`src/sv/imm_alu_pkg.sv`:
```
package imm_alu_pkg;

    localparam int DataWidth = 64;
    localparam int MagWidth  = DataWidth;

    typedef logic signed [DataWidth-1:0] data_t;
    typedef logic [MagWidth-1:0]         mag_t;

    typedef enum logic [2:0] {
        CMD_IDENTITY = 3'd0,
        CMD_ABS      = 3'd1,
        CMD_SIGN     = 3'd2,
        CMD_MIN      = 3'd3,
        CMD_MAX      = 3'd4,
        CMD_CLAMP    = 3'd5,
        CMD_POSMOD   = 3'd6,
        CMD_WRAP     = 3'd7
    } cmd_t;

    // work carried down the remainder chain
    typedef struct packed {
        logic  valid;
        logic  err;
        logic  use_rem;   // final value comes from the remainder chain
        logic  pass2;     // wrap needs a second remainder
        logic  is_wrap;   // wrap adds the lower bound, no divisor-sign adjust
        logic  neg_x;     // dividend sign of the current remainder
        logic  neg_y;     // divisor sign
        data_t y;         // signed divisor
        data_t base;      // value to add at the end (lower bound for wrap)
        data_t direct;    // result when no remainder is used
        mag_t  rem;       // partial remainder
        mag_t  dvd;       // remaining dividend bits, msb first
        mag_t  dvs;       // divisor magnitude
    } cell_t;

    function automatic mag_t mag_of(input data_t v);
        mag_of = v[DataWidth-1] ? mag_t'(-v) : mag_t'(v);
    endfunction

endpackage

```
`src/sv/imm_alu_cell.sv`:
```
// one restoring-division step: shift in a dividend bit, subtract if it fits
module imm_alu_cell (
    input  logic               clk,
    input  logic               rst_n,
    input  logic               en,
    input  imm_alu_pkg::cell_t cell_in,
    output imm_alu_pkg::cell_t cell_out
);
    import imm_alu_pkg::*;

    cell_t cell_reg, cell_next;
    logic [MagWidth:0] trial;

    always_comb
    begin
        cell_next = cell_in;
        trial = {cell_in.rem, cell_in.dvd[MagWidth-1]} - {1'b0, cell_in.dvs};
        cell_next.dvd = {cell_in.dvd[MagWidth-2:0], 1'b0};
        if (!trial[MagWidth])
            cell_next.rem = trial[MagWidth-1:0];
        else
            cell_next.rem = {cell_in.rem[MagWidth-2:0], cell_in.dvd[MagWidth-1]};
    end

    always_ff @(posedge clk or negedge rst_n)
    begin
        if (!rst_n)
        begin
            cell_reg.valid <= 1'b0;
        end
        else if (en)
        begin
            cell_reg <= cell_next;
        end
    end

    assign cell_out = cell_reg;

endmodule

```
`config.mk`:
```
export PLATFORM = sky130hd
export DESIGN_NAME = imm_alu_cell
export DESIGN_NICKNAME = d
export VERILOG_FILES = /design/src/sv/imm_alu_pkg.sv /design/src/sv/imm_alu_cell.sv
export SDC_FILE = /design/constraint.sdc
export NUM_CORES = 1
export LEC_CHECK = 0
export ABC_CLOCK_PERIOD_IN_PS = 1200
export BUFFER_PORTS_ARGS = -buffer_cell sky130_fd_sc_hd__buf_2
export CAP_MARGIN = 20
export CORE_AREA = 2 2 308 310
export DETAILED_ROUTE_END_ITERATION = 8
export DIE_AREA = 0 0 310 312
export PLACE_DENSITY = 0.37
export SLEW_MARGIN = 20
export SYNTH_ARGS = -nofsm -noshare
export SYNTH_HDL_FRONTEND = slang
export SYNTH_SLANG_ARGS = --single-unit
export TNS_END_PERCENT = 50
```
`constraint.sdc`:
```
create_clock -name clk -period 1.2 [get_ports clk]
set_clock_uncertainty 0.15 [all_clocks]
set_input_delay 0.12 -clock clk [delete_from_list [all_inputs] [get_ports clk]]
set_output_delay 0.12 -clock clk [all_outputs]
set_load 0.005 [all_outputs]
```
==> impl_metrics.csv <==
group,metric,value,unit
detailed_routing,firstDrtPassIters,4,
detailed_routing,num_vias,15977,
synth,syn_area,17000,um^2
detailed_routing,top_layer,"met5",
detailed_routing,dr_wl_met3,7910,um
floorplanning,die_width,310,um
synth,synth.net_count,1615,
synth,avgSynthCellArea,14.7,um^2
synth,yosysSeqAreaShare,69.0,%
floorplanning,fp.dieArea,96700,um^2
cells_and_area,num-fill-cells,9448,
global_route,grt_pass1_vias,17372,
detailed_routing,met2_length,43700,um
cells_and_area,largest_register_ffs,390,
power_and_ir_drop,irDropWorstVdd,1000,uV
clocking,insertion_delay,640,ps
cells_and_area,areaGrowthSynthToFinish,92.6,%
power_and_ir_drop,p_comb_share,24.1,%
power_and_ir_drop,seqPwrFrac,39.9,%
global_route,grt_pass1_wl,122000,um
cells_and_area,layout_common_cells,"buf_2, dlygate4sd3_1, edfxtp_1",
worst_setup_path,cp.arrival,2990,ps
place,place.gp.congestion,0.877,
worst_setup_path,critPathMaxFanout,5,
worst_setup_path,startpoint_type,"primary input",
clocking,clk_pin_slew,60,ps
worst_setup_path,crit_type,"in -> reg",
clocking,cts_root_buf,"clkbuf_16",
global_route,grt_usage,17.7,%
place,portBuffers,783,
floorplanning,rows,112,
detailed_routing,m1WireLength,33900,um
clocking,cts_max_path_buffers,3,
synth,synth.area.top_cells,"edfxtp_1, ha_1, mux2_2",
clocking,cts.sinks,390,
power_and_ir_drop,total_power,0.0418,W
cells_and_area,finish.utilization,35.1,%
worst_setup_path,crit_required,1450,ps
power_and_ir_drop,power.density,1280,nW/um^2
worst_setup_path,path_buf_inv,4,
sta,finalHoldViolations,3,
run_status,outcome,"complete, but fails checks",
detailed_routing,wl_per_cell,22.1,um
worst_setup_path,crit_start,"cell_in[21]",
sta,hold_slack,-380,ps
clocking,htree_levels,2,
worst_setup_path,critPathTopFamily,"simple AND/OR/NAND/NOR gates",
worst_setup_path,r2r_start,"cell_out[390]",
detailed_routing,drcViolationCount,0,
detailed_routing,ant_nets,0,
worst_setup_path,crit_chain,"buf_8 > inv_6 > ha_4 > buf_4 > buf_6 > nand2_2 > nor2_1 > or4b_4 > or4b_4 > and4_4 > o21ai_4 > a31oi_4 > or3_1 > a31o_2",
sta,finalCriticalPeriod,2740,ps
cells_and_area,layout_commonest_cell,"buf_2",
synth,synth_largest_area_cell,"edfxtp_1",
sta,setup_viol,784,
floorplanning,fp.dieH,312,um
clocking,cts_buffers,49,
place,dp.cells,3487,
cells_and_area,stdcell_count,4040,
sta,timing.final.crit_share,228,%
power_and_ir_drop,leakage,14.1,nW
global_route,gr-total-overflow,0,
sta,slew_headroom,51.7,%
place,hpwl,70300,um
job,max-cap-violations,0,
global_route,antenna_found_initial,31,
detailed_routing,drt-initial-drc-count,863,
worst_setup_path,slowest_delay,560,ps
floorplanning,coreArea,93000,um^2
synth,synthDistinctLibCells,77,
worst_hold_path,worstHoldStart,"cell_in[1]",
worst_setup_path,cp-end-kind,"register",
sta,drv_slew,0,
synth,synth_warnings,0,
worst_setup_path,cp_slowest_cell,"or4b_4",
sta,setup_slack,-1540,ps
cells_and_area,drive_gt1_share,50.4,%
synth,yosys_register_bits,390,
detailed_routing,wl,89300,um
floorplanning,ios,785,
power_and_ir_drop,switching_share,27.0,%
synth,ys.flop_type,"edfxtp_1",
sta,tightest_slew,718,ps
place,dp_slack,-2520,ps
power_and_ir_drop,switchingPower,0.0113,W
synth,synth-edff-count,389,
floorplanning,initial_core_util,18.2,%
power_and_ir_drop,internal_power,0.0305,W
clocking,cts_tree,"done",
power_and_ir_drop,clkPwrFrac,36.0,%
synth,synthArstFlopShare,0.256,%
sta,rsz0062_at_grt,"yes",
run_status,failed_checks,"hold timing, setup timing",
sta,max_freq,365,MHz
cells_and_area,final_nets,3199,
worst_setup_path,cp_common_cell,"or4b_4",
synth,synthCells,1156,
worst_hold_path,hp-class,"in -> reg",
detailed_routing,post_drt_via_cell_ratio,3.95,
global_route,grt_max_degree,37,
synth,yosysTopAreaCellShare,68.8,%
-- timing repair --
| item | 4_1_cts | 5_1_grt |
|---|---|---|
| endpoints found under the setup margin | 454 | 760 |
| gates resized for setup | 285 | 68 |
| hold buffers | 414 | 6 |
| cloned | 8 | 0 |
| endpoints found under the hold margin | 408 | 8 |
| buffers inserted | 21 | 12 |
| pin swaps | 53 | 20 |
-- cell usage after synthesis, drive strengths merged (14+ instances only) --
cell type / count
inv: 87
a21oi: 79
nand4: 22
o21bai: 14
clkbuf: 24
mux2: 51
nor2: 47
a21o: 31
ha: 64
nand2: 66
o21ai: 43
edfxtp: 389
xor2: 22
xnor2: 32
-- per-stage QoR --
stage	TNS, ps	area [um^2]
final	-211600	32700
after global routing	-244590	32700
after CTS	-217490	32300
after detailed placement	-225300	25000
after global placement	-221980	25000
after floorplan	-982040	17000
-- cell families (layout without fill, tap and decap cells) --
kind of cell    after synthesis  in the layout  share of synthesized area [%]
flops                       390            390                           69.0
simple gates                224            224                           6.76
fa+ha+maj                    65             65                           4.84
mux                          60             60                           4.18
buf+inv                     123           1746                           2.98
compound gates              239            239                           9.45
xor+xnor                     54             54                           2.79
other cells                   1              8                         0.0221
-- path summary, 6_finish.rpt --
check	end	slack, ps	cells past startpoint
hold / removal	cell_out[1]	-380	1
setup reg to reg	cell_out[390]	320	1
min in group asynchronous	cell_out[390]	180	3
max in group asynchronous	cell_out[390]	620	3
setup / recovery	cell_out[179]	-1540	14
hold reg to reg	cell_out[390]	350	1
-- cell type report --
cell class	instances	area [um^2]	share of cell area, %
inverter	87	337	1.03
sequential	390	11700	35.8
clock buffer	56	1250	3.83
tap	1254	1570	4.80
timing repair buffer	1569	11900	36.3
clock inverter	34	348	1.06
antenna	7	17.5	0.0536
multi-input combinational	643	5610	17.1
-- power by group through the flow --
stage,Clock [W],Combinational [W],Sequential (W)
floorplan,0,0.00287,0.0170
global placement,0,0.00752,0.0169
detailed placement,0,0.00752,0.0169
CTS,0.0156,0.00998,0.0167
global route,0.0161,0.0109,0.0167
finish,0.0151,0.0101,0.0167
-- routing by layer --
| layer | vias to the layer above | track usage (%) |
|---|---|---|
| li1 | 7558 | - |
| met1 | 7690 | 19.3 |
| met2 | 554 | 31.0 |
| met3 | 145 | 6.55 |
| met4 | 30 | 7.06 |
| met5 | - | 0 |
(Power assumes the default switching activity.)
