`config.mk`:
```
export PLATFORM = sky130hd
export DESIGN_NAME = imm_alu_front
export DESIGN_NICKNAME = d
export VERILOG_FILES = /design/src/sv/imm_alu_pkg.sv /design/src/sv/imm_alu_front.sv
export SDC_FILE = /design/constraint.sdc
export NUM_CORES = 1
export LEC_CHECK = 0
export ABC_AREA = 1
export BUFFER_PORTS_ARGS = -buffer_cell sky130_fd_sc_hd__buf_2
export CAP_MARGIN = 30
export CORE_UTILIZATION = 47
export CTS_CLUSTER_SIZE = 28
export DETAILED_ROUTE_END_ITERATION = 6
export HOLD_SLACK_MARGIN = 0.03
export PLACE_DENSITY = 0.65
export SYNTH_ARGS = -nofsm -noshare
export SYNTH_HDL_FRONTEND = slang
export SYNTH_SLANG_ARGS = --single-unit
```
`constraint.sdc`:
```
create_clock -name clk -period 1.97 [get_ports clk]
set_clock_uncertainty 0.15 [all_clocks]
set_input_delay 0.394 -clock clk [delete_from_list [all_inputs] [get_ports clk]]
set_output_delay 0.394 -clock clk [all_outputs]
set_load 0.005 [all_outputs]
```
`src/sv/imm_alu_pkg.sv`:
```
package imm_alu_pkg;

    localparam int DataWidth = 64;
    localparam int MagWidth  = DataWidth;

    typedef logic signed [DataWidth-1:0] data_t;
    typedef logic [MagWidth-1:0]         mag_t;

    typedef enum logic [2:0] {
        CMD_IDENTITY = 3'd0,
        CMD_ABS      = 3'd1,
        CMD_SIGN     = 3'd2,
        CMD_MIN      = 3'd3,
        CMD_MAX      = 3'd4,
        CMD_CLAMP    = 3'd5,
        CMD_POSMOD   = 3'd6,
        CMD_WRAP     = 3'd7
    } cmd_t;

    // work carried down the remainder chain
    typedef struct packed {
        logic  valid;
        logic  err;
        logic  use_rem;   // final value comes from the remainder chain
        logic  pass2;     // wrap needs a second remainder
        logic  is_wrap;   // wrap adds the lower bound, no divisor-sign adjust
        logic  neg_x;     // dividend sign of the current remainder
        logic  neg_y;     // divisor sign
        data_t y;         // signed divisor
        data_t base;      // value to add at the end (lower bound for wrap)
        data_t direct;    // result when no remainder is used
        mag_t  rem;       // partial remainder
        mag_t  dvd;       // remaining dividend bits, msb first
        mag_t  dvs;       // divisor magnitude
    } cell_t;

    function automatic mag_t mag_of(input data_t v);
        mag_of = v[DataWidth-1] ? mag_t'(-v) : mag_t'(v);
    endfunction

endpackage

```
`src/sv/imm_alu_front.sv`:
```
module imm_alu_front (
    input  logic                 clk,
    input  logic                 rst_n,
    input  logic                 en,
    input  logic                 in_valid,
    input  logic [2:0]           command,
    input  imm_alu_pkg::data_t   operand_a,
    input  imm_alu_pkg::data_t   operand_b,
    input  imm_alu_pkg::data_t   operand_c,
    input  logic [1:0]           operand_count,
    output imm_alu_pkg::cell_t   cell_out
);
    import imm_alu_pkg::*;

    cell_t cell_reg, cell_next;
    data_t diff, range;
    logic [1:0] need;

    always_comb
    begin
        cell_next = '0;
        diff  = operand_a - operand_b;
        range = operand_c - operand_b;
        case (cmd_t'(command))
            CMD_IDENTITY, CMD_ABS, CMD_SIGN: need = 2'd1;
            CMD_CLAMP, CMD_WRAP:             need = 2'd3;
            default:                         need = 2'd2;
        endcase
        cell_next.valid = in_valid;
        cell_next.err   = operand_count < need;
        case (cmd_t'(command))
            CMD_IDENTITY: cell_next.direct = operand_a;
            CMD_ABS:      cell_next.direct = operand_a[DataWidth-1] ? -operand_a : operand_a;
            CMD_SIGN:     cell_next.direct = operand_a[DataWidth-1] ? '1 :
                                             data_t'(operand_a != '0);
            CMD_MIN:      cell_next.direct = (operand_a < operand_b) ? operand_a : operand_b;
            CMD_MAX:      cell_next.direct = (operand_b < operand_a) ? operand_a : operand_b;
            CMD_CLAMP:    cell_next.direct = (operand_a < operand_b) ? operand_b :
                                             (operand_c < operand_a) ? operand_c : operand_a;
            CMD_POSMOD:
            begin
                cell_next.use_rem = operand_b != '0;
                cell_next.y       = operand_b;
                cell_next.neg_x   = operand_a[DataWidth-1];
                cell_next.dvd     = mag_of(operand_a);
            end
            default:
            begin
                cell_next.direct  = operand_b;
                cell_next.use_rem = range != '0;
                cell_next.pass2   = 1'b1;
                cell_next.is_wrap = 1'b1;
                cell_next.base    = operand_b;
                cell_next.y       = range;
                cell_next.neg_x   = diff[DataWidth-1];
                cell_next.dvd     = mag_of(diff);
            end
        endcase
        cell_next.neg_y = cell_next.y[DataWidth-1];
        cell_next.dvs   = mag_of(cell_next.y);
    end

    // only the valid flag is reset; payload just follows the enable
    always_ff @(posedge clk or negedge rst_n)
    begin
        if (!rst_n)
        begin
            cell_reg.valid <= 1'b0;
        end
        else if (en)
        begin
            cell_reg <= cell_next;
        end
    end

    assign cell_out = cell_reg;

endmodule

```
==> results of run 1 <==
[metrics by stage]
| stage | util [%] | area, um^2 | cells |
|---|---|---|---|
| after CTS | 75.86 | 60020 | 9439 |
| after global placement | 69.33 | 54860 | 9244 |
| after detailed placement | 69.33 | 54860 | 9244 |
| after floorplan | - | 39230 | 6235 |
[logic make-up after synthesis]
kind of cell	after synthesis
AO/OA/AOI/OAI	811
XOR/XNOR	113
adder cells (fa/ha/maj)	196
buffers and inverters	1254
flip-flops	324
multiplexers	1
other	1
AND/OR/NAND/NOR	3472
[routing by layer]
metal  GRT overflow  GRT usage, %
met4             62         69.18
met1              8         80.54
met3             19         61.22
met5              1         38.95
met2             76         90.19
[what timing repair did]
item                                    in CTS
endpoints found under the setup margin     248
gates cloned                                 7
pin swaps                                  214
hold endpoints to repair                     2
hold buffers                                 4
buffers inserted                           121
resized for setup                          715
==> summary.md, run 1 <==
| Metric | Value |
|---|---|
| Yosys reg bits | roughly 320 |
| Last stage | 5_1_grt |
| Post-synth EDFFs | 323 |
| Multiplexer share of the synthesized area | less than 1% |
| Top post-synthesis cells by area | edfxtp_1, nand2_1, inv_1 |
| Synthesized area per cell | roughly 6 um^2 |
| Cell variety after synth | 65 |
| Largest net degree at the start of global routing | 85 |
| Initial Util | between 40% and 50% |
| Count leader, synth | nand2_1 |
| Post-Synthesis Cells | ~6,200 |
| Most instantiated cells after synthesis | nand2_1, inv_1, nor2_1 |
| CTS root buf | clkbuf_16 |
| Site Rows | 103 |
| Routability cong. | 1.116 |
| Largest area contributor in the netlist | edfxtp_1 |
| Post-synthesis cell area | 37,700 um^2 |
| Yosys top cell area share | between 20% and 30% |
| CTS buffer count | 39 |
| Main combinational cell family by area after synthesis | simple AND/OR/NAND/NOR gates |
| GR repair worst EP | cell_out[56]$_DFFE_PP_/D |
| Clock buffer depth | 3 |
| Gr usage total | approximately 76% |
| CTS HTree Levels | 2 |
| Outcome | aborted with a tool error |
| Total grt overflow | roughly 170 |
| Synth Area in XOR/XNOR | about 2.6% |
| CTS sink cnt | about 320 |
| Buffers added on ports | between 500 and 600 |
| Compound-Gate Fraction of Synth Area | approximately an eighth |
| Error msg | [ERROR GRT-0232] Routing congestion too high. Check the congestion heatmap in the GUI. |
| Chip height | roughly 290 um |
| DPL Wire Length | roughly 180,000 um |
| FFs w/ async S/R, synth | less than 1% |
| Die Width | between 200 and 300 um |
| Adder-cell share of the synthesized area | 6.545% |
| Worst-path end type | register input |
| Post-synthesis sequential area ratio | 25.79% |
| Pre-CTS WS | -2.186 ns |
| Simple logic cell fraction of the synthesized area | 39.45% |
| Warnings, synthesis | 0 |
| IO Pins | 592 |
| Main synth FF type | edfxtp_1 |
==> run 2: changes to the inputs <==
--- a/config.mk
+++ b/config.mk
@@ -8,11 +8,9 @@
 export ABC_AREA = 1
 export BUFFER_PORTS_ARGS = -buffer_cell sky130_fd_sc_hd__buf_2
 export CAP_MARGIN = 30
-export CORE_UTILIZATION = 47
-export CTS_CLUSTER_SIZE = 28
+export CORE_UTILIZATION = 32
 export DETAILED_ROUTE_END_ITERATION = 6
-export HOLD_SLACK_MARGIN = 0.03
-export PLACE_DENSITY = 0.65
+export PLACE_DENSITY_LB_ADDON = 0.15
 export SYNTH_ARGS = -nofsm -noshare
 export SYNTH_HDL_FRONTEND = slang
 export SYNTH_SLANG_ARGS = --single-unit
==> run 2 against run 1 <==
Area after synthesis unchanged. The flow now finishes, with violations (setup timing). Synthesized cell count unchanged.
==> summary.md, run 2 <==
| Metric | Value |
|---|---|
| Drt wl/cell | around 23 um |
| Worst EP required | 2.27 ns |
| Iter 0 DRT Violations | 5,067 |
| Final nets | 8,870 |
| Finished Cell Area | roughly 64,000 um^2 |
| Vias in the first global route | roughly 48,000 |
| CTS tree | done |
| Main synth FF type | edfxtp_1 |
| Max frequency | approximately 310 MHz |
| CTS clock-pin slew for the worst setup and hold paths | 0.06 ns |
| Relative slew slack | 49.16% |
| Max reg flops | approximately 320 |
| Storage element area | about 9700 um^2 |
| Tcrit/Tclk final | 162.9% |
| Total grt overflow | 0 |
| Post-synthesis cell area | 37,700 um^2 (unchanged) |
| Yosys top cell area share | 25.73% (unchanged) |
| IO Pins | 592 (unchanged) |
| Setup-failing EPs final | 242 |
| CTS buffer count | 42 (+7.7%) |
| Total Wirelength | between 200,000 and 250,000 um |
| Commonest non-fill, non-tap cells in the layout | buf_4, nand2_1, inv_1 |
| Post-route DRC | 0 |
| Via density | between 5 and 6 |
| Crit path max fanout | 3 |
| Largest area contributor in the netlist | edfxtp_1 |
| Top post-synthesis cells by area | edfxtp_1, nand2_1, inv_1 |
| Final hold vios | 0 |
| Simple logic cell fraction of the synthesized area | 39.45% (unchanged) |
| Post-synthesis sequential area ratio | 25.79% (unchanged) |
| Final worst setup slack | -1.239 ns |
| Synthesized area per cell | 6.108 um^2 (unchanged) |
| Clock buffer depth | 3 (unchanged) |
| Post-layout minimum cycle time | ~3.2 ns |
| PwrDens | 542.6 nW/um^2 |
| Kind of end point of the critical path | register |
| Placed cell area | 55,780 um^2 (+1.7%) |
| Fill cells | around 12,000 |
| Pre-antenna DRT Iters | 6 |
| Measured slew at the worst slew-check pin | 0.7547 ns |
| Die ar. | approximately 120,000 um^2 |
| Warnings, synthesis | 0 (unchanged) |
| Most instantiated cells after synthesis | nand2_1, inv_1, nor2_1 |
| Gr usage total | 37.81% |
| Worst skew pair latency | 0.63 ns |
| Site Rows | 125 (+21%) |
| CORE AREA | between 100,000 and 150,000 um^2 |
| Max-Cap Viols | 0 |
| Antenna Nets Post-Route | 0 |
| Adder-cell share of the synthesized area | 6.545% (unchanged) |
| DR vias | roughly 50,000 |
| First-pass GRT wire length | approximately 330,000 um |
| Cell variety after synth | 65 (unchanged) |
| Outcome | finished with violations |
| LEAKAGE | ~32 nW |
| Largest net degree at the start of global routing | 86 |
| Crit path kind | input port to register |
| Commonest non-fill, non-tap cell in the layout | buf_4 |
| Multiplexer share of the synthesized area | 0.02987% (unchanged) |
| Routability cong. | 1.015 (-9.1%) |
| Initial antenna violation count | between 50 and 60 |
| Worst path arrival time | about 3.5 ns |
| Die Width | 345.2 um (+21%) |
| Worst setup SP type | input port |
| Layout area overhead | 70.82% |
| Post-Synthesis Cells | 6,172 (unchanged) |
| Compound-Gate Fraction of Synth Area | 12.09% (unchanged) |
| Count leader, synth | nand2_1 |
| CTS HTree Levels | 2 (unchanged) |
| Chip height | 345.2 um (+21%) |
| Power, Total | 34.94 mW |
| Buffers added on ports | 527 (unchanged) |
| DPL Wire Length | 195,800 um (+12%) |
| Main combinational cell family by area after synthesis | simple AND/OR/NAND/NOR gates |
| Synth Area in XOR/XNOR | 2.625% (unchanged) |
| Max-slew violation count | 0 |
| Hold Path Class | input port to register |
| Post-synth EDFFs | 323 (unchanged) |
| Maximum vdd drop | about 0.8 mV |
| Failing checks | setup timing |
| RSZ-0062 raised after global routing | true |
| Initial Util | 32.36% (-15 points) |
| Yosys reg bits | 324 (unchanged) |
| Post-layout util | 55.27% |
| Share of layout cells above drive strength 1 | between 40% and 50% |
| Multi-input gate area | roughly 29,000 um^2 |
| FFs w/ async S/R, synth | 0.3086% (unchanged) |
| CTS sink cnt | 324 (unchanged) |
| CTS root buf | clkbuf_16 |
## run 2: cell counts after synthesis
Identical to the previous run, type by type.
## run 2: worst max-delay path, cell delays in order
cell and delay (ns):
buf_8 0.08, clkinvlp_4 0.09, ha_4 0.17, fa_2 0.57, ha_4 0.14, inv_2 0.03
nor2_1 0.08, nand2_1 0.08, nor2_1 0.13, nand2_1 0.12, nor2_4 0.15, nand3_2 0.12
nor2_2 0.11, nand3b_1 0.19, nor2_4 0.28, nand2_2 0.10, nor2_4 0.11, buf_6 0.13
nor2_2 0.04, nand2_1 0.05, nand2_1 0.05, o21bai_1 0.27
## run 2: area by class of cell
class / count / area share (%)
Multi-Input combinational cell: 4658 / 44.55
Inverter: 1024 / 6.258
Sequential cell: 324 / 15.10
Antenna cell: 22 / 0.08549
Clock inverter: 23 / 0.4313
Tap cell: 1524 / 2.961
Timing Repair Buffer: 2423 / 28.90
Clock buffer: 54 / 1.718
## run 2: path summary, 6_finish.rpt
check / startpoint / to / slack [ns] / cells past startpoint
setup / recovery: operand_a[0] / cell_out[110] / -1.24 / 22
hold / removal: operand_count[1] / cell_out[389] / 0.05 / 3
setup reg to reg: cell_out[390] / cell_out[390] / 0.53 / 2
hold reg to reg: cell_out[390] / cell_out[390] / 0.90 / 2
max in group asynchronous: rst_n / cell_out[390] / 1.03 / 3
min in group asynchronous: rst_n / cell_out[390] / 0.54 / 3
## run 2: report_power, final
group	internal, mW	switching (mW)
Sequential	8.28	0.265
Clock	4.65	3.49
Combinational	7.99	10.3
Total	20.9	14.0
## run 2: per-layer routing
layer / up-vias / routed length, um / track usage (%)
met2: 2246 / 102700 / 59.46
met1: 23970 / 102100 / 51.39
met3: 422 / 17470 / 5.967
met5: - / 82 / 0
li1: 24500 / - / -
met4: 14 / 11240 / 15.42
## run 2: repair_timing
action	CTS	global route
pin swaps	205	221
gates cloned	11	0
setup endpoints to repair	245	246
hold buffers	5	0
endpoints found under the hold margin	3	0
resized for setup	884	494
setup buffers	139	42
## run 2: metrics by stage
stage          instances  setup TNS [ns]  worst slack, ns  hold slack, ns
2_1_floorplan       6235        -1454.22           -3.842        -0.05159
3_3_place_gp        9756         -454.04           -2.195         0.06004
3_5_place_dp        9756         -455.93           -2.198         0.06190
4_1_cts             9988         -196.84           -1.213        0.008090
5_1_grt            10040         -239.48           -1.377         0.03982
6_report           10050         -211.96           -1.239         0.05276
## run 2: kinds of logic (layout without fill, tap and decap cells)
kind of cell,after synthesis,after routing
AO/OA/AOI/OAI,811,811
XOR/XNOR,113,113
adder cells (fa/ha/maj),196,196
buffers and inverters,1254,3524
flip-flops,324,324
multiplexers,1,1
other,1,86
AND/OR/NAND/NOR,3472,3473
Note: power is estimated with default switching activity, not from simulation.
