`src/sv/imm_alu_pkg.sv`:
```
package imm_alu_pkg;

    localparam int DataWidth = 64;
    localparam int MagWidth  = DataWidth;

    typedef logic signed [DataWidth-1:0] data_t;
    typedef logic [MagWidth-1:0]         mag_t;

    typedef enum logic [2:0] {
        CMD_IDENTITY = 3'd0,
        CMD_ABS      = 3'd1,
        CMD_SIGN     = 3'd2,
        CMD_MIN      = 3'd3,
        CMD_MAX      = 3'd4,
        CMD_CLAMP    = 3'd5,
        CMD_POSMOD   = 3'd6,
        CMD_WRAP     = 3'd7
    } cmd_t;

    // work carried down the remainder chain
    typedef struct packed {
        logic  valid;
        logic  err;
        logic  use_rem;   // final value comes from the remainder chain
        logic  pass2;     // wrap needs a second remainder
        logic  is_wrap;   // wrap adds the lower bound, no divisor-sign adjust
        logic  neg_x;     // dividend sign of the current remainder
        logic  neg_y;     // divisor sign
        data_t y;         // signed divisor
        data_t base;      // value to add at the end (lower bound for wrap)
        data_t direct;    // result when no remainder is used
        mag_t  rem;       // partial remainder
        mag_t  dvd;       // remaining dividend bits, msb first
        mag_t  dvs;       // divisor magnitude
    } cell_t;

    function automatic mag_t mag_of(input data_t v);
        mag_of = v[DataWidth-1] ? mag_t'(-v) : mag_t'(v);
    endfunction

endpackage

```
`src/sv/imm_alu_fix.sv`:
```
// signs the remainder and sets up the second wrap pass
module imm_alu_fix (
    input  logic               clk,
    input  logic               rst_n,
    input  logic               en,
    input  imm_alu_pkg::cell_t cell_in,
    output imm_alu_pkg::cell_t cell_out
);
    import imm_alu_pkg::*;

    cell_t cell_reg, cell_next;
    data_t r, t;

    always_comb
    begin
        cell_next = cell_in;
        r = cell_in.neg_x ? -data_t'(cell_in.rem) : data_t'(cell_in.rem);
        t = r + cell_in.y;
        if (cell_in.pass2)
        begin
            // second pass: (r + range) rem range
            cell_next.pass2 = 1'b0;
            cell_next.neg_x = t[DataWidth-1];
            cell_next.dvd   = mag_of(t);
            cell_next.rem   = '0;
        end
        else
        begin
            cell_next.pass2 = 1'b0;
            cell_next.dvd   = '0;
            cell_next.rem   = '0;
            // posmod adjusts toward divisor sign, wrap adds lower bound
            if (!cell_in.is_wrap && r != '0 && (r[DataWidth-1] != cell_in.neg_y))
                cell_next.direct = t;
            else
                cell_next.direct = r + cell_in.base;
            if (!cell_in.use_rem)
                cell_next.direct = cell_in.direct;
            // value is final, later stages pass it through
            cell_next.use_rem = 1'b0;
        end
    end

    always_ff @(posedge clk or negedge rst_n)
    begin
        if (!rst_n)
        begin
            cell_reg.valid <= 1'b0;
        end
        else if (en)
        begin
            cell_reg <= cell_next;
        end
    end

    assign cell_out = cell_reg;

endmodule

```
`config.mk`:
```
export PLATFORM = sky130hd
export DESIGN_NAME = imm_alu_fix
export DESIGN_NICKNAME = d
export VERILOG_FILES = /design/src/sv/imm_alu_pkg.sv /design/src/sv/imm_alu_fix.sv
export SDC_FILE = /design/constraint.sdc
export NUM_CORES = 1
export LEC_CHECK = 0
export BUFFER_PORTS_ARGS = -buffer_cell sky130_fd_sc_hd__buf_2
export CAP_MARGIN = 20
export CELL_PAD_IN_SITES_DETAIL_PLACEMENT = 0
export CELL_PAD_IN_SITES_GLOBAL_PLACEMENT = 1
export CORE_AREA = 4 4 302 304
export CTS_CLUSTER_DIAMETER = 150
export DETAILED_ROUTE_END_ITERATION = 16
export DIE_AREA = 0 0 306 308
export PLACE_DENSITY_LB_ADDON = 0.08
export SETUP_SLACK_MARGIN = 0.1
export SLEW_MARGIN = 5
export SYNTH_ARGS = -nofsm -noshare
export SYNTH_HDL_FRONTEND = slang
export SYNTH_SLANG_ARGS = --single-unit
```
`constraint.sdc`:
```
create_clock -name clk -period 1.86 [get_ports clk]
set_input_delay 0.372 -clock clk [delete_from_list [all_inputs] [get_ports clk]]
set_output_delay 0.372 -clock clk [all_outputs]
set_load 0.1 [all_outputs]
```
==> metrics, run 1 <==
status complete, but fails checks; failing checks setup timing; critical path's slowest cell or4_4; Via density slightly below 5; hold path startpoint cell_in[200]; Seq cells post-synth 326; Reg2Reg Setup Slack 0.57 ns; Synth Area per Inst around 9.7 um^2; sw frac roughly 44%; die height 308 um; Final period util 286%; met2 Use GR between 40% and 50%; sequential share of power a little under a quarter; skew final 0 ns; gr usage total roughly 25%; Logic pwr share ~57%; initial antenna violation count 16; Setup WS post-layout -3.46 ns; Die ar. around 94,000 um^2; Synth cell types 81; initial core utilization around a quarter; WL/cell ~23 um; Top Usage Layer GRT met2; first-pass GRT wire length ~180,000 um; # rows approximately 110; Post-synth EDFFs 325; nets@finish ~4,700; critical path required time 2.24 ns; First-pass DRT Iterations 5; Hold WS approximately 0.038 ns; Root Buffer clkbuf_16; via count around 26,000; post-route minimum period around 5.3 ns; clock sink total 326; PwrDens approximately 950 nW/um^2; IO Port Bufs ~660; most numerous cell in the Yosys netlist edfxtp_1; CP bufs+invs 6; P&R area growth vs syn 77.6%; Critical Path Most Common Cell or3_4; Largest stage delay, worst path just over 0.5 ns; post-synthesis cell area 23,300 um^2; Synth area leaders edfxtp_1 42%, ha_1 7.4%, xnor2_1 5.7%; CP endpoint kind flip-flop; asr flop ratio synth less than 1%; WS Path Type primary input to flip-flop; layout cells sized above 1 between 40% and 50%; routability cong. roughly 0.94; FMAX around 190 MHz; DP HPWL around 100,000 um; Seq/Total Area, Yosys about two fifths; RSZ-0062 raised after global routing yes; final hold vios 0; Yosys Warn Count 0; GR Util met3 3.55%; final setup violating endpoints between 100 and 150; max-slew violation count 0; vias in the first global route approximately 26,000; MaxCap Viol Count 0; Top delay family on crit path simple AND/OR/NAND/NOR gates; prevailing post-synth register cell edfxtp_1; Clk Latency, worst-skew pair approximately 0.61 ns; Clock transition at path regs about 0.060 ns; crit-path max FO 8; clock network power share between 10% and 20%; Critical Path AT about 5.7 ns; IO Pins approximately 800; final core utilization between 40% and 50%; clk buf depth 3; Hold Path Class primary input to flip-flop; post-synth top area cell edfxtp_1; DRC 0; P_sw about 17 mW; Initial DRC Count 1,517; GRT Residual Overflow 0; most frequent cells after synthesis 325 x edfxtp_1, 212 x nand2_1, 192 x a21oi_1; Power Total 39.6 mW; Routed Antenna Nets 0; Crit. Startpoint cell_in[136]; Relative slew margins ~58%; CTS buffer count 39; CTS tree built; Lkg Pwr between 15 and 20 nW; r2r startpoint cell_out[390]; Worst-Margin Slew ~0.63 ns; cell internal pwr about 22 mW; largest net degree at the start of global routing 57; setup_tns -404.49 ns; Die Width roughly 310 um; Core Box Area between 80,000 and 90,000 um^2; Post-Route WL 123,000 um; Syn Inst Count around 2,400; Max VDD drop ~0.68 mV; Worst Setup Start Kind primary input; Synth top area share a little over two fifths; htree depth 2; Largest register FFs 326; met1 Usage GRT between 30% and 40%
-- cell type report --
type                       count  area, um^2
inverter                      47         181
multi-input combinational   1912       15100
clock inverter                22         224
fill                        8506       46800
sequential                   326        9780
clock buffer                  47        1010
tap                         1165        1460
timing repair buffer        1839       13600
antenna                        6        15.0
-- power groups by stage --
stage                     clock network (mW)  registers, mW  logic (mW)
final                                   7.60           9.22        22.7
after global placement                     0           9.36        19.5
after floorplan                            0           13.8        7.42
after global routing                    8.13           9.27        24.0
after CTS                               7.86           9.24        22.0
after detailed placement                   0           9.36        19.6
-- per-layer routing --
metal	vias up	part of all wire (%)	wire, um
met5	-	0.076	94
met4	12	1.9	2380
met3	117	5.4	6680
met2	760	48	58900
met1	12600	45	55200
li1	12400	-	-
-- path summary, 6_finish.rpt --
check / to / cells past startpoint
min: cell_out[200] / 3
max reg2reg: cell_out[390] / 2
max in group asynchronous: cell_out[390] / 2
min reg2reg: cell_out[390] / 2
max: cell_out[125] / 25
min in group asynchronous: cell_out[390] / 2
-- metrics by stage --
step                      instances  instance area [um^2]  setup WS [ns]
after global routing           5359                 41400          -3.58
after global placement         4997                 34700          -4.67
after floorplan                2464                 24100          -3.86
after detailed placement       4997                 34700          -4.65
final                          5364                 41400          -3.46
after CTS                      5328                 40300          -3.44
-- worst min-delay path: stages --
cell,delay [ns]
buf_2,0.07
nand2_1,0.04
o21ai_1,0.06
-- placed cells by master, fill, tap and decap left out, types with 65 or more instances in the layout --
cell type      instances
o21ai_1               66
nor2_1               119
xor2_1                67
a21o_1                96
and2_1                73
xnor2_1              122
nand2_1              195
edfxtp_1             325
conb_1                65
buf_2                583
ha_1                 117
o21ai_0               84
buf_4                934
dlygate4sd3_1        194
a21oi_1              131
-- what timing repair did --
item                                    4_1_cts  5_1_grt
gates resized for setup                     335      200
setup buffers                                61       31
endpoints found under the setup margin      407      395
hold buffers                                194        0
pin swaps                                   112       89
endpoints found under the hold margin       193        0
gates cloned                                  7        2
-- kinds of logic after synthesis --
| group | synth area share, % |
|---|---|
| compound gates | 18.9 |
| xor+xnor | 8.60 |
| fa+ha+maj | 7.57 |
| buf+inv | 4.99 |
| flops | 41.9 |
| mux | 1.87 |
| other cells | 0.0161 |
| simple gates | 16.1 |
No activity file was read; power rests on OpenSTA's default activity.
==> run 2: changes to the inputs <==
BUFFER_PORTS_ARGS = not set   (was -buffer_cell sky130_fd_sc_hd__buf_2)
DONT_BUFFER_PORTS = 1   (was not set)
==> run 2 against run 1 <==
Compared with the run above: the run still ends with setup timing left; final cell count fell by 5.8%; global-route usage increased by 0.12 points; clock skew unchanged; sequential share of layout area is 0.090 points higher; worst setup slack better by 0.14 ns; die area stayed put.
==> metrics, run 2 (synthesized netlist as in run 1, its figures left out) <==
Max VDD drop 0.951 mV (+40%); Final period util 279% (-7.4 points); P&R area growth vs syn 77.0%; CTS tree built; Initial DRC Count 1,395 (-8.0%); Largest register FFs 326 (unchanged); first-pass GRT wire length 172,000 um (-1.4%); FMAX 193 MHz (+2.7%); final setup violating endpoints 128 (unchanged); Lkg Pwr 17.6 nW (-4.8%); Root Buffer clkbuf_16; First-pass DRT Iterations 6 (+1); htree depth 2 (unchanged); status complete, but fails checks; PwrDens 971 nW/um^2 (+1.8%); Clk Latency, worst-skew pair 0.61 ns (about the same); crit-path max FO 8 (unchanged); failing checks setup timing; final hold vios 0 (unchanged); Clock transition at path regs 0.06 ns (about the same); DRC 0 (unchanged); Relative slew margins 55.1% (-2.9 points); Core Box Area 88,200 um^2 (unchanged); CTS buffer count 39 (unchanged); final core utilization 46.8% (-0.17 points); Routed Antenna Nets 0 (unchanged); die height 308 um (unchanged); setup_tns -387.33 ns (+17.16 ns); Via density 4.88 (+1.1%); skew final 0 ns (unchanged); DP HPWL 99,200 um (-2.0%); filler cell count 8,368 (-1.6%); Crit. Startpoint cell_in[137]; Worst R2R Path Depth 2 (unchanged); IO Port Bufs 0 (-100%); Die Width 306 um (unchanged); RSZ-0062 raised after global routing yes; nets@finish 4,389 (-6.6%); fin area 41,300 um^2 (-0.37%); CP endpoint kind flip-flop; routability cong. 0.899 (-4.0%); clock sink total 326 (unchanged); initial core utilization 26.4% (unchanged); Hold Path Class primary input to flip-flop; Post-Route WL 123,000 um (+0.17%); IO Pins 785 (unchanged); # rows 109 (unchanged); WL/cell 24.4 um (+6.3%); r2r startpoint cell_out[390]; critical path required time 2.23 ns (about the same); layout cells sized above 1 44.8% (-4.5 points); largest net degree at the start of global routing 70 (+23%); Die ar. 94,200 um^2 (unchanged); vias in the first global route 25,100 (-4.5%); CP endpoint cell_out[126]; initial antenna violation count 9 (-7); via count 24,700 (-4.8%); post-route minimum period 5.19 ns (-0.138 ns); commonest non-fill, non-tap cells in the layout 1,162 x buf_4, 325 x edfxtp_1, 265 x dlygate4sd3_1, 187 x nand2_1, 123 x a21oi_1; Setup WS post-layout -3.33 ns (+0.138 ns); leading cell type in the layout, fill and taps excluded buf_4; DP Area 33,300 um^2 (-4.0%); Reg2Reg Setup Slack 0.25 ns (-0.32 ns); max-slew violation count 0 (unchanged); clk buf depth 3 (unchanged); gr usage total 24.9% (+0.12 points); worst flop-to-flop path endpoint cell_out[390]; Worst Setup Start Kind primary input; WS Path Type primary input to flip-flop; Critical Path AT 5.56 ns (-0.14 ns); Worst-Margin Slew 0.673 ns (+0.0473 ns); pre-CTS WS -4.71 ns (-0.0591 ns); MaxCap Viol Count 0 (unchanged); GRT Residual Overflow 0 (unchanged)
[run 2: cell types whose count changed in the layout (fill, tap and decap cells not counted), moves of 10 or more]
cell and change:
mux2i_4 +13, mux2i_1 -17, a21oi_2 +14, buf_4 +228, buf_2 -583, clkbuf_4 -50, buf_6 +19, o21ai_0 -13
buf_8 +10, dlygate4sd3_1 +71
[run 2: repair_timing]
item,CTS,global route
gates cloned,7,3
setup endpoints to repair,139,133
resized for setup,420,150
buffers inserted,78,33
endpoints found under the hold margin,321,0
pin swaps,161,68
hold buffers,266,0
[run 2: worst min-delay path by stage]
| stage | slack (ns) | start | cells past startpoint | endpoint |
|---|---|---|---|---|
| after CTS | 0.009 | cell_in[220] | 2 | cell_out[220] |
| after global routing | 0.01 | cell_in[387] | 1 | cell_out[106] |
| after global placement | 0.08 | rst_n | 0 | cell_out[390] |
| after detailed placement | 0.08 | rst_n | 0 | cell_out[390] |
| final | 0.03 | cell_in[387] | 1 | cell_out[106] |
| after floorplan | 0.08 | rst_n | 0 | cell_out[390] |
[run 2: final cells by class]
type                            count  area (um^2)  share of cell area [%]
Inverter                           47          186                   0.452
Clock buffer                       44          995                    2.41
Clock inverter                     25          307                   0.743
Tap cell                         1165         1460                    3.53
Multi-Input combinational cell   1912        15500                    37.5
Antenna cell                        5         12.5                  0.0303
Timing Repair Buffer             1529        13000                    31.6
Sequential cell                   326         9790                    23.7
[run 2: critical path, cell delays in order]
cell	delay (ns)
or3_4	0.40
or4_4	0.50
or3_4	0.49
or3_4	0.41
nand2_4	0.10
xnor2_4	0.13
ha_4	0.23
and4_4	0.19
nand2_4	0.10
o2bb2ai_2	0.07
o32a_1	0.34
or3_4	0.36
o21ai_4	0.23
buf_4	0.15
xnor2_1	0.08
nor4_2	0.33
nand3_2	0.20
nor3_4	0.22
buf_12	0.18
a41oi_2	0.14
xnor2_1	0.14
and2_1	0.15
[run 2: power breakdown]
| part | internal (mW) | total [mW] | switching, mW | leakage [nW] |
|---|---|---|---|---|
| Sequential | 8.96 | 9.24 | 0.280 | 3.01 |
| Combinational | 9.16 | 22.8 | 13.7 | 13.9 |
| Clock | 4.60 | 8.01 | 3.40 | 0.625 |
[run 2: through the flow]
step	std cells	hold slack, ns	power, mW
after global placement	4595	0.0765	28.6
after detailed placement	4595	0.0765	28.7
after floorplan	2464	0.0764	21.2
after CTS	5014	0.00852	39.3
after global routing	5053	0.0123	41.9
final	5053	0.0276	40.1
[run 2: metal layers]
metal | track usage, % | wire length, um | up-vias
met2 | 41.5 | 58300 | 823
li1 | - | - | 11800
met5 | 0 | 35 | -
met4 | 8.38 | 4080 | 6
met1 | 30.6 | 50400 | 11900
met3 | 7.77 | 10600 | 142
==> run 3: changes to the inputs <==
CORE_AREA = 4 4 306 308   (was 4 4 302 304)
DIE_AREA = 0 0 310 312   (was 0 0 306 308)
clock period = 4.4 ns   (was 1.86 ns; I/O delays follow)
==> run 3 against run 2 <==
Compared with the run above: the flow still finishes with violations (setup timing); routed wire length fell by 6.2%; critical path depth increased by 2; largest cell class unchanged; hold slack improved by 0.31 ns; highest routed layer is now met4.
==> metrics, run 3 (synthesized netlist as in run 1, its figures left out) <==
status complete, but fails checks; failing checks setup timing; first-pass GRT wire length 161,000 um (-6.9%); worst flop-to-flop path endpoint cell_out[390]; FMAX 173 MHz; critical path required time 4.78 ns (+2.55 ns); DRC 0 (unchanged); FF+latch area 9780 um^2 (about the same); initial antenna violation count 10 (+1); Worst Setup Start Kind primary input; IO Pins 785 (unchanged); filler-free cell count of the finished design 4,435 (-12%); crit-path max FO 8 (unchanged); skew final 0 ns (unchanged); Lkg Pwr 14.3 nW (-19%); CTS buffer count 40 (+2.6%); final setup violating endpoints 128 (unchanged); clk buf depth 3 (unchanged); First-pass DRT Iterations 5 (-1); GR Util met3 7.26% (-0.50 points); htree depth 2 (unchanged); leading cell type in the layout, fill and taps excluded buf_4; via count 21,900 (-11%); Final period util 132%; largest net degree at the start of global routing 102 (+46%); Root Buffer clkbuf_16; Clock transition at path regs 0.06 ns (about the same); initial core utilization 25.6% (-0.83 points); vias in the first global route 22,400 (-11%); post-route minimum period 5.79 ns; routability cong. 0.901 (+0.19%); placed insts 4,271 (-7.1%); Largest register FFs 326 (unchanged); max-slew violation count 0 (unchanged); die height 312 um (+1.3%); CTS tree built; GRT Residual Overflow 0 (unchanged); Hold Path Class primary input to flip-flop; met1 Usage GRT 28.7% (-1.9 points); # rows 111 (+1.8%); WL/cell 26.1 um (+6.9%); commonest non-fill, non-tap cells in the layout 848 x buf_4, 325 x edfxtp_1, 198 x nand2_1, 141 x a21oi_1, 132 x xnor2_1; setup_tns -156.81 ns (+230.52 ns); WS Path Type primary input to flip-flop; CP endpoint kind flip-flop; nets@finish 3,747 (-15%); Crit. Startpoint cell_in[137]; Worst R2R Path Depth 1 (-1); met2 Use GR 38.0% (-3.5 points); CP endpoint cell_out[124]; Top Usage Layer GRT met2; layout cells sized above 1 39.0% (-5.7 points); Setup WS post-layout -1.39 ns (+1.93 ns); Critical Path AT 6.17 ns (+0.61 ns); PwrDens 462 nW/um^2 (-52%); final hold vios 0 (unchanged); Clk Latency, worst-skew pair 0.61 ns (about the same); P&R area growth vs syn 47.9%; final core utilization 37.9% (-8.9 points); Max VDD drop 0.279 mV (-71%); Post-Route WL 116,000 um (-6.2%); Core Box Area 91,100 um^2 (+3.3%); gr usage total 23.0% (-1.9 points); RSZ-0062 raised after global routing yes; Die ar. 96,700 um^2 (+2.6%); Routed Antenna Nets 0 (unchanged); clock sink total 326 (unchanged); Initial DRC Count 1,423 (+2.0%); filler cell count 9,181 (+9.7%); MaxCap Viol Count 0 (unchanged); area of the multi-input gates 14,700 um^2 (-5.1%); Relative slew margins 27.2% (-28 points); Via density 4.94 (+1.3%); DP HPWL 97,100 um (-2.2%); Reg2Reg Setup Slack 3.12 ns (+2.87 ns); Worst-Margin Slew 1.09 ns (+0.421 ns); Die Width 310 um (+1.3%); IO Port Bufs 0 (unchanged); r2r startpoint cell_out[390]
[run 3: per-layer routing]
layer	up-vias	share of wire [%]
li1	10500	-
met2	735	47
met1	10600	42
met4	0	3.0
met3	118	8.2
met5	-	0
[run 3: cell type report]
class / count / share of cell area (%)
Antenna cell: 7 / 0.0508
Sequential cell: 326 / 28.4
Multi-Input combinational cell: 1912 / 42.6
Inverter: 47 / 0.511
Clock inverter: 29 / 0.892
Timing Repair Buffer: 886 / 20.3
Tap cell: 1186 / 4.30
Clock buffer: 42 / 2.92
[run 3: how the worst min path moves through the flow]
stage / start / endpoint / depth (start not counted)
after floorplan: rst_n / cell_out[390] / 0
after global placement: rst_n / cell_out[390] / 0
after detailed placement: rst_n / cell_out[390] / 0
after CTS: cell_in[386] / cell_out[386] / 0
after global routing: cell_in[302] / cell_out[302] / 0
final: cell_in[312] / cell_out[312] / 0
[run 3: report_power, final]
group | total (mW) | internal, mW | switching (mW)
clock network | 3.34 | 1.88 | 1.46
logic | 6.75 | 3.18 | 3.56
registers | 5.87 | 3.81 | 2.05
total | 15.9 | 8.87 | 7.08
[run 3: repair_timing]
item,4_1_cts,5_1_grt
setup endpoints to repair,128,128
gates resized for setup,219,116
hold buffers,1,0
buffers inserted,68,14
gates cloned,5,2
endpoints found under the hold margin,1,0
pin swaps,82,75
[run 3: stage by stage]
stage / power, mW / cell area [um^2] / setup WS (ns) / hold slack, ns
CTS: 15.9 / 33800 / -1.34 / 0.295
finish: 16.0 / 34500 / -1.39 / 0.338
global placement: 11.8 / 30700 / -2.58 / 0.584
global route: 16.7 / 34500 / -1.55 / 0.303
detailed placement: 11.8 / 30700 / -2.58 / 0.584
floorplan: 8.97 / 24100 / -1.82 / 0.584
[run 3: critical path, stage by stage]
cell	delay [ns]
or3_4	0.41
or4_4	0.48
buf_6	0.16
or3_4	0.43
or3_4	0.41
nand2_4	0.10
xnor2_4	0.14
ha_4	0.23
buf_6	0.12
and4_4	0.18
nand2_4	0.09
o2bb2ai_4	0.06
o32a_1	0.34
buf_4	0.15
or3_1	0.32
a21o_1	0.24
nor4_4	0.33
buf_4	0.18
nand3_4	0.10
nor3_4	0.21
buf_12	0.19
a31oi_1	0.11
xnor2_1	0.13
and2_1	0.15
